## src/rtl/rocp_pkg.sv

```systemverilog
// Shared types and constants of the reference-counted object cache policy core.
`default_nettype none

package rocp_pkg;

	localparam int CACHE_ENTRIES = 16;
	localparam int IDX_W = (CACHE_ENTRIES > 1) ? $clog2(CACHE_ENTRIES) : 1;
	localparam int ID_W = 48;
	localparam int CNT_W = 16;
	localparam int SLOT_W = 4;
	localparam int ACT_W = 3;

	localparam logic [CNT_W-1:0] CNT_MAX = '1;
	localparam logic [CNT_W-1:0] CNT_ONE = CNT_W'(1);

	localparam logic [ACT_W-1:0] ACT_LOOKUP = 3'd0;
	localparam logic [ACT_W-1:0] ACT_ALLOC = 3'd1;
	localparam logic [ACT_W-1:0] ACT_REF = 3'd2;
	localparam logic [ACT_W-1:0] ACT_UNREF = 3'd3;
	localparam logic [ACT_W-1:0] ACT_DIRTY = 3'd4;
	localparam logic [ACT_W-1:0] ACT_FREE = 3'd5;

	typedef struct packed {
		logic [ID_W-1:0] id;
		logic container;
		logic dirty;
		logic [CNT_W-1:0] refcount;
	} entry_t;

	localparam int ENTRY_W = $bits(entry_t);

	typedef struct packed {
		logic found;
		logic [IDX_W-1:0] idx;
		entry_t entry;
	} cand_t;

	typedef struct packed {
		cand_t hit;
		cand_t empty;
		cand_t unref_plain;
		cand_t unref_any;
	} scan_t;

	typedef struct packed {
		logic hit;
		logic [SLOT_W-1:0] slot;
		logic cache_full;
		logic evicted_valid;
		logic [ID_W-1:0] evicted_id;
		logic writeback_needed;
		logic [CNT_W-1:0] ref_count;
	} result_t;

endpackage

`default_nettype wire

```

## src/rtl/rocp_ram.sv

```systemverilog
// Single-port-write, single-port-read synchronous RAM holding the slot records.
`default_nettype none

module rocp_ram #(
	parameter int WIDTH = 8,
	parameter int DEPTH = 16
) (
	input  wire logic                     clk,
	input  wire logic                     we,
	input  wire logic [$clog2(DEPTH)-1:0] waddr,
	input  wire logic [WIDTH-1:0]         wdata,
	input  wire logic [$clog2(DEPTH)-1:0] raddr,
	output      logic [WIDTH-1:0]         rdata
);

	logic [WIDTH-1:0] mem [DEPTH];

	always_ff @(posedge clk) begin
		if (we) begin
			mem[waddr] <= wdata;
		end
	end

	always_ff @(posedge clk) begin
		rdata <= mem[raddr];
	end

endmodule

`default_nettype wire

```

## src/rtl/rocp_scan.sv

```systemverilog
// Candidate tracker that records hit and victim candidates while the slots stream past.
`default_nettype none

module rocp_scan (
	input  wire logic                       clk,
	input  wire logic                       arst_n,
	input  wire logic                       clear,
	input  wire logic                       step,
	input  wire logic                       lookup,
	input  wire logic [rocp_pkg::ID_W-1:0]  id,
	input  wire logic [rocp_pkg::IDX_W-1:0] idx,
	input  wire logic                       valid,
	input  wire rocp_pkg::entry_t           entry,
	output      rocp_pkg::scan_t            scan
);

	rocp_pkg::scan_t scan_q;
	logic hit_c;
	logic empty_c;
	logic plain_c;
	logic any_c;

	always_comb begin
		hit_c = step && lookup && valid && (entry.id == id) && !scan_q.hit.found;
		empty_c = step && !valid && !scan_q.empty.found;
		plain_c = step && valid && (entry.refcount == '0) && !entry.container
			&& !scan_q.unref_plain.found;
		any_c = step && valid && (entry.refcount == '0) && !scan_q.unref_any.found;
	end

	always_ff @(posedge clk or negedge arst_n) begin
		if (!arst_n) begin
			scan_q <= '0;
		end else if (clear) begin
			scan_q.hit.found <= 1'b0;
			scan_q.empty.found <= 1'b0;
			scan_q.unref_plain.found <= 1'b0;
			scan_q.unref_any.found <= 1'b0;
		end else begin
			if (hit_c) begin
				scan_q.hit.found <= 1'b1;
				scan_q.hit.idx <= idx;
				scan_q.hit.entry <= entry;
			end
			if (empty_c) begin
				scan_q.empty.found <= 1'b1;
				scan_q.empty.idx <= idx;
				scan_q.empty.entry <= entry;
			end
			if (plain_c) begin
				scan_q.unref_plain.found <= 1'b1;
				scan_q.unref_plain.idx <= idx;
				scan_q.unref_plain.entry <= entry;
			end
			if (any_c) begin
				scan_q.unref_any.found <= 1'b1;
				scan_q.unref_any.idx <= idx;
				scan_q.unref_any.entry <= entry;
			end
		end
	end

	assign scan = scan_q;

endmodule

`default_nettype wire

```

## src/rtl/refcounted_object_cache_policy_core.sv

```systemverilog
// Top level of the reference-counted object cache policy core.
//
// Requests enter on the in channel (in_valid, in_ready) with fields action,
// object_id, container_flag and slot_index; each request gives exactly one
// result on the out channel (out_valid, out_ready). One request is worked on
// at a time. A lookup or allocate reads all CACHE_ENTRIES slot records from
// the slot RAM, one per cycle, then writes the chosen slot back if there is
// one: the result is registered in ST_WB, moved to the output register in
// ST_PUSH, and the block then goes back to ST_IDLE for the next request.
// Ref, unref, mark dirty and free of a filled slot take one RAM read and one
// write; other requests skip the RAM and go straight to ST_PUSH.
// The output register lets a new request be taken while a result still
// waits; if the receiver stalls, a finished result is held inside until the
// output register frees up, and no further request is taken until then.
// Reset empties every slot at once through per-slot valid flags, so the
// block takes requests in the first cycle after reset.
`default_nettype none

module refcounted_object_cache_policy_core (
	input  wire logic                          clk,
	input  wire logic                          arst_n,
	input  wire logic                          in_valid,
	output      logic                          in_ready,
	input  wire logic [rocp_pkg::ACT_W-1:0]    action,
	input  wire logic [rocp_pkg::ID_W-1:0]     object_id,
	input  wire logic                          container_flag,
	input  wire logic [rocp_pkg::SLOT_W-1:0]   slot_index,
	output      logic                          out_valid,
	input  wire logic                          out_ready,
	output      logic                          hit,
	output      logic [rocp_pkg::SLOT_W-1:0]   slot,
	output      logic                          cache_full,
	output      logic                          evicted_valid,
	output      logic [rocp_pkg::ID_W-1:0]     evicted_id,
	output      logic                          writeback_needed,
	output      logic [rocp_pkg::CNT_W-1:0]    ref_count
);

	typedef enum logic [4:0] {
		ST_IDLE = 5'b00001,
		ST_SCAN = 5'b00010,
		ST_SLOT = 5'b00100,
		ST_WB   = 5'b01000,
		ST_PUSH = 5'b10000
	} state_t;

	state_t state_q;
	state_t state_d;

	logic [rocp_pkg::ACT_W-1:0] act_q;
	logic [rocp_pkg::ID_W-1:0] id_q;
	logic cont_q;
	logic [rocp_pkg::SLOT_W-1:0] sidx_q;
	logic [rocp_pkg::IDX_W-1:0] scan_q;
	logic [rocp_pkg::CACHE_ENTRIES-1:0] valid_q;

	rocp_pkg::result_t res_q;
	rocp_pkg::result_t res_d;
	logic res_load;
	rocp_pkg::result_t out_q;
	logic out_valid_q;

	logic accept;
	logic scan_act;
	logic in_range;
	logic [rocp_pkg::IDX_W-1:0] in_idx;
	logic [rocp_pkg::IDX_W-1:0] sidx_idx;
	logic [rocp_pkg::IDX_W-1:0] rd_addr;
	rocp_pkg::entry_t rd_entry;
	rocp_pkg::scan_t scan;
	logic scan_last;

	logic mem_we;
	logic [rocp_pkg::IDX_W-1:0] mem_waddr;
	rocp_pkg::entry_t mem_wdata;
	logic v_set;
	logic v_clr;
	logic [rocp_pkg::IDX_W-1:0] v_idx;
	rocp_pkg::cand_t victim;

	assign in_ready = (state_q == ST_IDLE);
	assign accept = in_valid && in_ready;
	assign scan_act = (action == rocp_pkg::ACT_LOOKUP) || (action == rocp_pkg::ACT_ALLOC);
	assign in_range = (32'(slot_index) < rocp_pkg::CACHE_ENTRIES);
	assign in_idx = rocp_pkg::IDX_W'(slot_index);
	assign sidx_idx = rocp_pkg::IDX_W'(sidx_q);
	assign scan_last = (scan_q == rocp_pkg::IDX_W'(rocp_pkg::CACHE_ENTRIES - 1));

	always_comb begin
		if (state_q == ST_SCAN) begin
			rd_addr = scan_q + rocp_pkg::IDX_W'(1);
		end else if (scan_act) begin
			rd_addr = '0;
		end else begin
			rd_addr = in_idx;
		end
	end

	rocp_ram #(
		.WIDTH(rocp_pkg::ENTRY_W),
		.DEPTH(rocp_pkg::CACHE_ENTRIES)
	) u_ram (
		.clk  (clk),
		.we   (mem_we),
		.waddr(mem_waddr),
		.wdata(mem_wdata),
		.raddr(rd_addr),
		.rdata(rd_entry)
	);

	rocp_scan u_scan (
		.clk   (clk),
		.arst_n(arst_n),
		.clear (accept),
		.step  (state_q == ST_SCAN),
		.lookup(act_q == rocp_pkg::ACT_LOOKUP),
		.id    (id_q),
		.idx   (scan_q),
		.valid (valid_q[scan_q]),
		.entry (rd_entry),
		.scan  (scan)
	);

	always_comb begin
		if (scan.empty.found) begin
			victim = scan.empty;
		end else if (scan.unref_plain.found) begin
			victim = scan.unref_plain;
		end else begin
			victim = scan.unref_any;
		end
	end

	always_comb begin
		state_d = state_q;
		res_d = '0;
		res_load = 1'b0;
		mem_we = 1'b0;
		mem_waddr = '0;
		mem_wdata = '0;
		v_set = 1'b0;
		v_clr = 1'b0;
		v_idx = '0;
		case (state_q)
			ST_IDLE: begin
				if (accept) begin
					case (action) inside
						rocp_pkg::ACT_LOOKUP, rocp_pkg::ACT_ALLOC: begin
							state_d = ST_SCAN;
						end
						rocp_pkg::ACT_REF, rocp_pkg::ACT_UNREF,
						rocp_pkg::ACT_DIRTY, rocp_pkg::ACT_FREE: begin
							if (in_range && valid_q[in_idx]) begin
								state_d = ST_SLOT;
							end else begin
								res_d.slot = slot_index;
								res_load = 1'b1;
								state_d = ST_PUSH;
							end
						end
						default: begin
							res_load = 1'b1;
							state_d = ST_PUSH;
						end
					endcase
				end
			end
			ST_SCAN: begin
				if (scan_last) begin
					state_d = ST_WB;
				end
			end
			ST_WB: begin
				res_load = 1'b1;
				state_d = ST_PUSH;
				if (scan.hit.found) begin
					mem_we = 1'b1;
					mem_waddr = scan.hit.idx;
					mem_wdata = scan.hit.entry;
					if (scan.hit.entry.refcount != rocp_pkg::CNT_MAX) begin
						mem_wdata.refcount = scan.hit.entry.refcount + rocp_pkg::CNT_ONE;
					end
					res_d.hit = 1'b1;
					res_d.slot = rocp_pkg::SLOT_W'(scan.hit.idx);
					res_d.ref_count = mem_wdata.refcount;
				end else if (victim.found) begin
					mem_we = 1'b1;
					mem_waddr = victim.idx;
					mem_wdata.id = id_q;
					mem_wdata.container = cont_q;
					mem_wdata.dirty = 1'b0;
					mem_wdata.refcount = rocp_pkg::CNT_ONE;
					v_set = 1'b1;
					v_idx = victim.idx;
					res_d.slot = rocp_pkg::SLOT_W'(victim.idx);
					res_d.ref_count = rocp_pkg::CNT_ONE;
					if (!scan.empty.found) begin
						res_d.evicted_valid = 1'b1;
						res_d.evicted_id = victim.entry.id;
						res_d.writeback_needed = victim.entry.dirty;
					end
				end else begin
					res_d.cache_full = 1'b1;
				end
			end
			ST_SLOT: begin
				res_load = 1'b1;
				state_d = ST_PUSH;
				mem_we = 1'b1;
				mem_waddr = sidx_idx;
				mem_wdata = rd_entry;
				case (act_q)
					rocp_pkg::ACT_REF: begin
						if (rd_entry.refcount != rocp_pkg::CNT_MAX) begin
							mem_wdata.refcount = rd_entry.refcount + rocp_pkg::CNT_ONE;
						end
					end
					rocp_pkg::ACT_UNREF: begin
						if (rd_entry.refcount != '0) begin
							mem_wdata.refcount = rd_entry.refcount - rocp_pkg::CNT_ONE;
						end
					end
					rocp_pkg::ACT_DIRTY: begin
						mem_wdata.dirty = 1'b1;
					end
					default: begin
						if (rd_entry.refcount <= rocp_pkg::CNT_ONE) begin
							mem_wdata.dirty = 1'b0;
							mem_wdata.refcount = '0;
							v_clr = 1'b1;
							v_idx = sidx_idx;
						end
					end
				endcase
				res_d.slot = sidx_q;
				res_d.ref_count = mem_wdata.refcount;
			end
			ST_PUSH: begin
				if (!out_valid_q || out_ready) begin
					state_d = ST_IDLE;
				end
			end
			default: begin
				state_d = ST_IDLE;
			end
		endcase
	end

	always_ff @(posedge clk or negedge arst_n) begin
		if (!arst_n) begin
			state_q <= ST_IDLE;
			valid_q <= '0;
			out_valid_q <= 1'b0;
			scan_q <= '0;
		end else begin
			state_q <= state_d;
			if (v_set) begin
				valid_q[v_idx] <= 1'b1;
			end
			if (v_clr) begin
				valid_q[v_idx] <= 1'b0;
			end
			if (accept) begin
				scan_q <= '0;
			end else if (state_q == ST_SCAN) begin
				scan_q <= scan_q + rocp_pkg::IDX_W'(1);
			end
			if (state_q == ST_PUSH && (!out_valid_q || out_ready)) begin
				out_valid_q <= 1'b1;
			end else if (out_ready) begin
				out_valid_q <= 1'b0;
			end
		end
	end

	always_ff @(posedge clk) begin
		if (accept) begin
			act_q <= action;
			id_q <= object_id;
			cont_q <= container_flag;
			sidx_q <= slot_index;
		end
		if (res_load) begin
			res_q <= res_d;
		end
		if (state_q == ST_PUSH && (!out_valid_q || out_ready)) begin
			out_q <= res_q;
		end
	end

	assign out_valid = out_valid_q;
	assign hit = out_q.hit;
	assign slot = out_q.slot;
	assign cache_full = out_q.cache_full;
	assign evicted_valid = out_q.evicted_valid;
	assign evicted_id = out_q.evicted_id;
	assign writeback_needed = out_q.writeback_needed;
	assign ref_count = out_q.ref_count;

	a_full_clean: assert property (@(posedge clk) disable iff (!arst_n)
		out_valid_q && out_q.cache_full |-> !out_q.evicted_valid && !out_q.hit
			&& out_q.ref_count == '0)
		else $error("Full result carries an eviction, a hit or a count.");

	a_wb_needs_evict: assert property (@(posedge clk) disable iff (!arst_n)
		out_valid_q && out_q.writeback_needed |-> out_q.evicted_valid)
		else $error("Write-back flagged without an eviction.");

	a_hit_count: assert property (@(posedge clk) disable iff (!arst_n)
		out_valid_q && out_q.hit |-> out_q.ref_count != '0)
		else $error("Hit reported with a zero count.");

	a_write_state: assert property (@(posedge clk) disable iff (!arst_n)
		mem_we |-> (state_q == ST_WB || state_q == ST_SLOT))
		else $error("Slot RAM written outside a write-back state.");

	a_scan_start: assert property (@(posedge clk) disable iff (!arst_n)
		accept && scan_act |=> state_q == ST_SCAN && scan_q == '0)
		else $error("Lookup or allocate did not start a scan at slot zero.");

endmodule

`default_nettype wire

```

## config.mk

```make
export PLATFORM = sky130hd
export DESIGN_NAME = refcounted_object_cache_policy_core
export DESIGN_NICKNAME = d
export VERILOG_FILES = /design/src/rtl/rocp_pkg.sv /design/src/rtl/rocp_ram.sv /design/src/rtl/rocp_scan.sv /design/src/rtl/refcounted_object_cache_policy_core.sv
export SDC_FILE = /design/constraint.sdc
export NUM_CORES = 2
export LEC_CHECK = 0
export ABC_AREA = 1
export ABC_CLOCK_PERIOD_IN_PS = 7150
export BUFFER_PORTS_ARGS = -buffer_cell sky130_fd_sc_hd__clkbuf_2
export CORE_MARGIN = 2
export CORE_UTILIZATION = 33
export CTS_BUF_LIST = sky130_fd_sc_hd__clkbuf_16
export DETAILED_ROUTE_END_ITERATION = 12
export GPL_TIMING_DRIVEN = 0
export PLACE_DENSITY = 0.43
export SYNTH_ARGS = -nofsm -noshare
export SYNTH_HDL_FRONTEND = slang
export SYNTH_HIERARCHICAL = 1
export SYNTH_SLANG_ARGS = --single-unit
```

## constraint.sdc

```tcl
create_clock -name clk -period 7.15 [get_ports clk]
set_input_delay 0.715 -clock clk [delete_from_list [all_inputs] [get_ports clk]]
set_output_delay 0.715 -clock clk [all_outputs]
set_load 0.02 [all_outputs]
```

==> flow_metrics.env <==
export IMPL_startpoint_type="flip-flop"
export IMPL_ant_nets=0
export IMPL_gp_congestion=0.8830
export IMPL_die_w_um=451.9
export IMPL_most_common_layout_cells="nand2_1 (2,135), edfxtp_1 (1,256), inv_1 (1,018), nand3_1 (866), dfrtp_1 (209)"
export IMPL_clk_pin_slew_ps=60
export IMPL_die_height_um=451.9
export IMPL_yosys_warnings=6
export IMPL_ir_drop_mv=0.2534
export IMPL_clkLatencyLatePin_ps=820
export IMPL_grt_pass1_vias=44360
export IMPL_core_area_um2=199500
export IMPL_hold_viol_final=0
export IMPL_area_delta_synth_final_pct=16.39
export IMPL_combPwrFrac=0.153
export IMPL_drc_errors=0
export IMPL_pin_count=134
export IMPL_die_area_um2=204200
export IMPL_switching_share=0.2928
export IMPL_tritoncts="yes"
export IMPL_end_kind="flip-flop"
export IMPL_track_usage=0.2219
export IMPL_period_share=0.6142
export IMPL_dr_pass1_iters=6
export IMPL_h_tree_depth=4
export IMPL_fin_skew_ps=32.17
export IMPL_slew_viol_final=0
export IMPL_cap_violations=0
export IMPL_cp_data_required_time_ps=7740
export IMPL_synth_area_per_cell_um2=10.13
export IMPL_postCtsSetupBuffers=0
export IMPL_cts_buffers=171
export IMPL_pre_cts_slack_ps=2786
export IMPL_p_clk_frac=0.383
export IMPL_timing_worst_setup_path_type="reg -> reg"
export IMPL_routed_via_density=4.789
export IMPL_crit_top_cell="nand3_1"
export IMPL_clock_path_buffers=3
export IMPL_fmax_mhz=227.7
export IMPL_multi_input_area_um2=16310
export IMPL_fillers=19650
export IMPL_wl_per_cell_um=23.58
export IMPL_cts_sinks=1532
export IMPL_drtIter0Drc=4128
export IMPL_max_stage_delay_ps=960
export IMPL_num_rows=164
export IMPL_power_mw=22.39
export IMPL_setup_viol=0
export IMPL_final_common_cell="nand2_1"
export IMPL_vias=46460
export IMPL_worstPathCellList="nor2_1 -> nand3_1 -> clkinv_1 -> o21ai_0 -> buf_4 -> clkbuf_1 -> buf_2 -> nand3_1 -> nand3_1 -> nand2_1"
export IMPL_synth_nets=6601
export IMPL_worstPathArrival_ps=4990
export IMPL_slowest_stage="clkbuf_1"
export IMPL_layout_drive_gt1_share=0.1067
export IMPL_postRouteWirelength_um=228800
export IMPL_internal_power_mw=15.84
export IMPL_dp_hpwl_um=160600
export IMPL_hold_class="in -> reg"
export IMPL_seq_power_share=0.464
export IMPL_syn_cell_area_um2=66190
export IMPL_worstMarginPinSlew_ps=1413
export IMPL_period_minus_slack_ps=4392
export IMPL_clock_tree_root_cell="clkbuf_16"
export IMPL_register_area_um2=44290
export IMPL_status="complete, no violations"
export IMPL_power_density_nw_per_um2=290.7
export IMPL_power_leakage_nw=32.94
export IMPL_synthCells=6535
export IMPL_final_nets=6967
export IMPL_p_sw_mw=6.557
export IMPL_grt_overflow=0
export IMPL_path_max_fanout=10
export IMPL_relSlewSlack=0.05816
export IMPL_crit_family="buffers and inverters"
export IMPL_grt_pass1_wl_um=325900
export IMPL_antenna_found_initial=9
export IMPL_numPortBuffers=133
export IMPL_initial_core_util=0.3319
export IMPL_final_setup_worst_slack_ps=2758
export IMPL_critPathBufInv=4
export IMPL_grt_max_degree=93
export IMPL_rsz0062_at_grt="false"
worst paths after layout:
check	slack, ps	to	cells past startpoint	startpoint
setup / recovery	2760	u_ram/rdata[36]	10	state_q[0]
hold / removal	70	cont_q	1	container_flag
setup reg to reg	2760	u_ram/rdata[36]	10	state_q[0]
hold reg to reg	410	evicted_id[29]	0	res_q[46]
max in group asynchronous	5470	u_scan/scan[109]	4	arst_n
min in group asynchronous	400	valid_q[15]	2	arst_n
area by class of cell:
class / count / share of cell area
Sequential cell: 1532 / 0.5750
Clock inverter: 135 / 0.01233
Tap cell: 2656 / 0.04314
Multi-Input combinational cell: 3677 / 0.2117
Antenna cell: 4 / 0.0001299
Buffer: 328 / 0.02579
Inverter: 998 / 0.04876
Timing Repair Buffer: 193 / 0.02532
Clock buffer: 178 / 0.05782
metal layers:
metal	global-route usage	up-vias	wire, um
met2	0.3671	1354	108600
li1	-	22100	-
met3	0.03049	346	11480
met5	0	-	0
met1	0.3009	22660	101500
met4	0.07050	0	7175
per-stage QoR:
step / util / hold slack (ps) / TNS, ps / instance area (um2) / std cells
3_5_place_dp: 0.3590 / 404.5 / 0 / 71610 / 9383
6_report: 0.3862 / 72.69 / 0 / 77040 / 9701
3_3_place_gp: 0.3519 / 401.9 / -2384950 / 70180 / 9324
4_1_cts: 0.3862 / 7.260 / 0 / 77030 / 9697
5_1_grt: 0.3862 / 26.59 / 0 / 77030 / 9697
2_1_floorplan: - / 400.3 / 0 / 66190 / 6535
power by group through the flow:
stage               registers, mW  logic (mW)  clock network, mW
finish                       10.4        3.43               8.57
global route                 10.4        3.71               9.12
CTS                          10.4        3.44               8.79
detailed placement           10.6        3.42                  0
global placement             10.6        3.36                  0
floorplan                    10.4        1.89                  0
worst reg2reg max path: cells and delay by family, from the launching register on:
family	cells	cell delay (ps)
buffers and inverters	4	2400
AND/OR/NAND/NOR	5	860
flip-flops	1	560
AO/OA/AOI/OAI	1	370
flip-flops by register name (all words and copies together) (netlist names), 16 cells and up:
signal       cells
id_q            48
u_ram/mem     1056
res_q           72
u_scan/scan    184
u_ram/rdata     66
valid_q         16
evicted_id      48
ref_count       16
timing repair:
item                      in CTS  in global routing
hold buffers                   1                  0
resized for setup              0                  0
hold endpoints to repair      34                  0
Power figures use the tool's default switching activity.
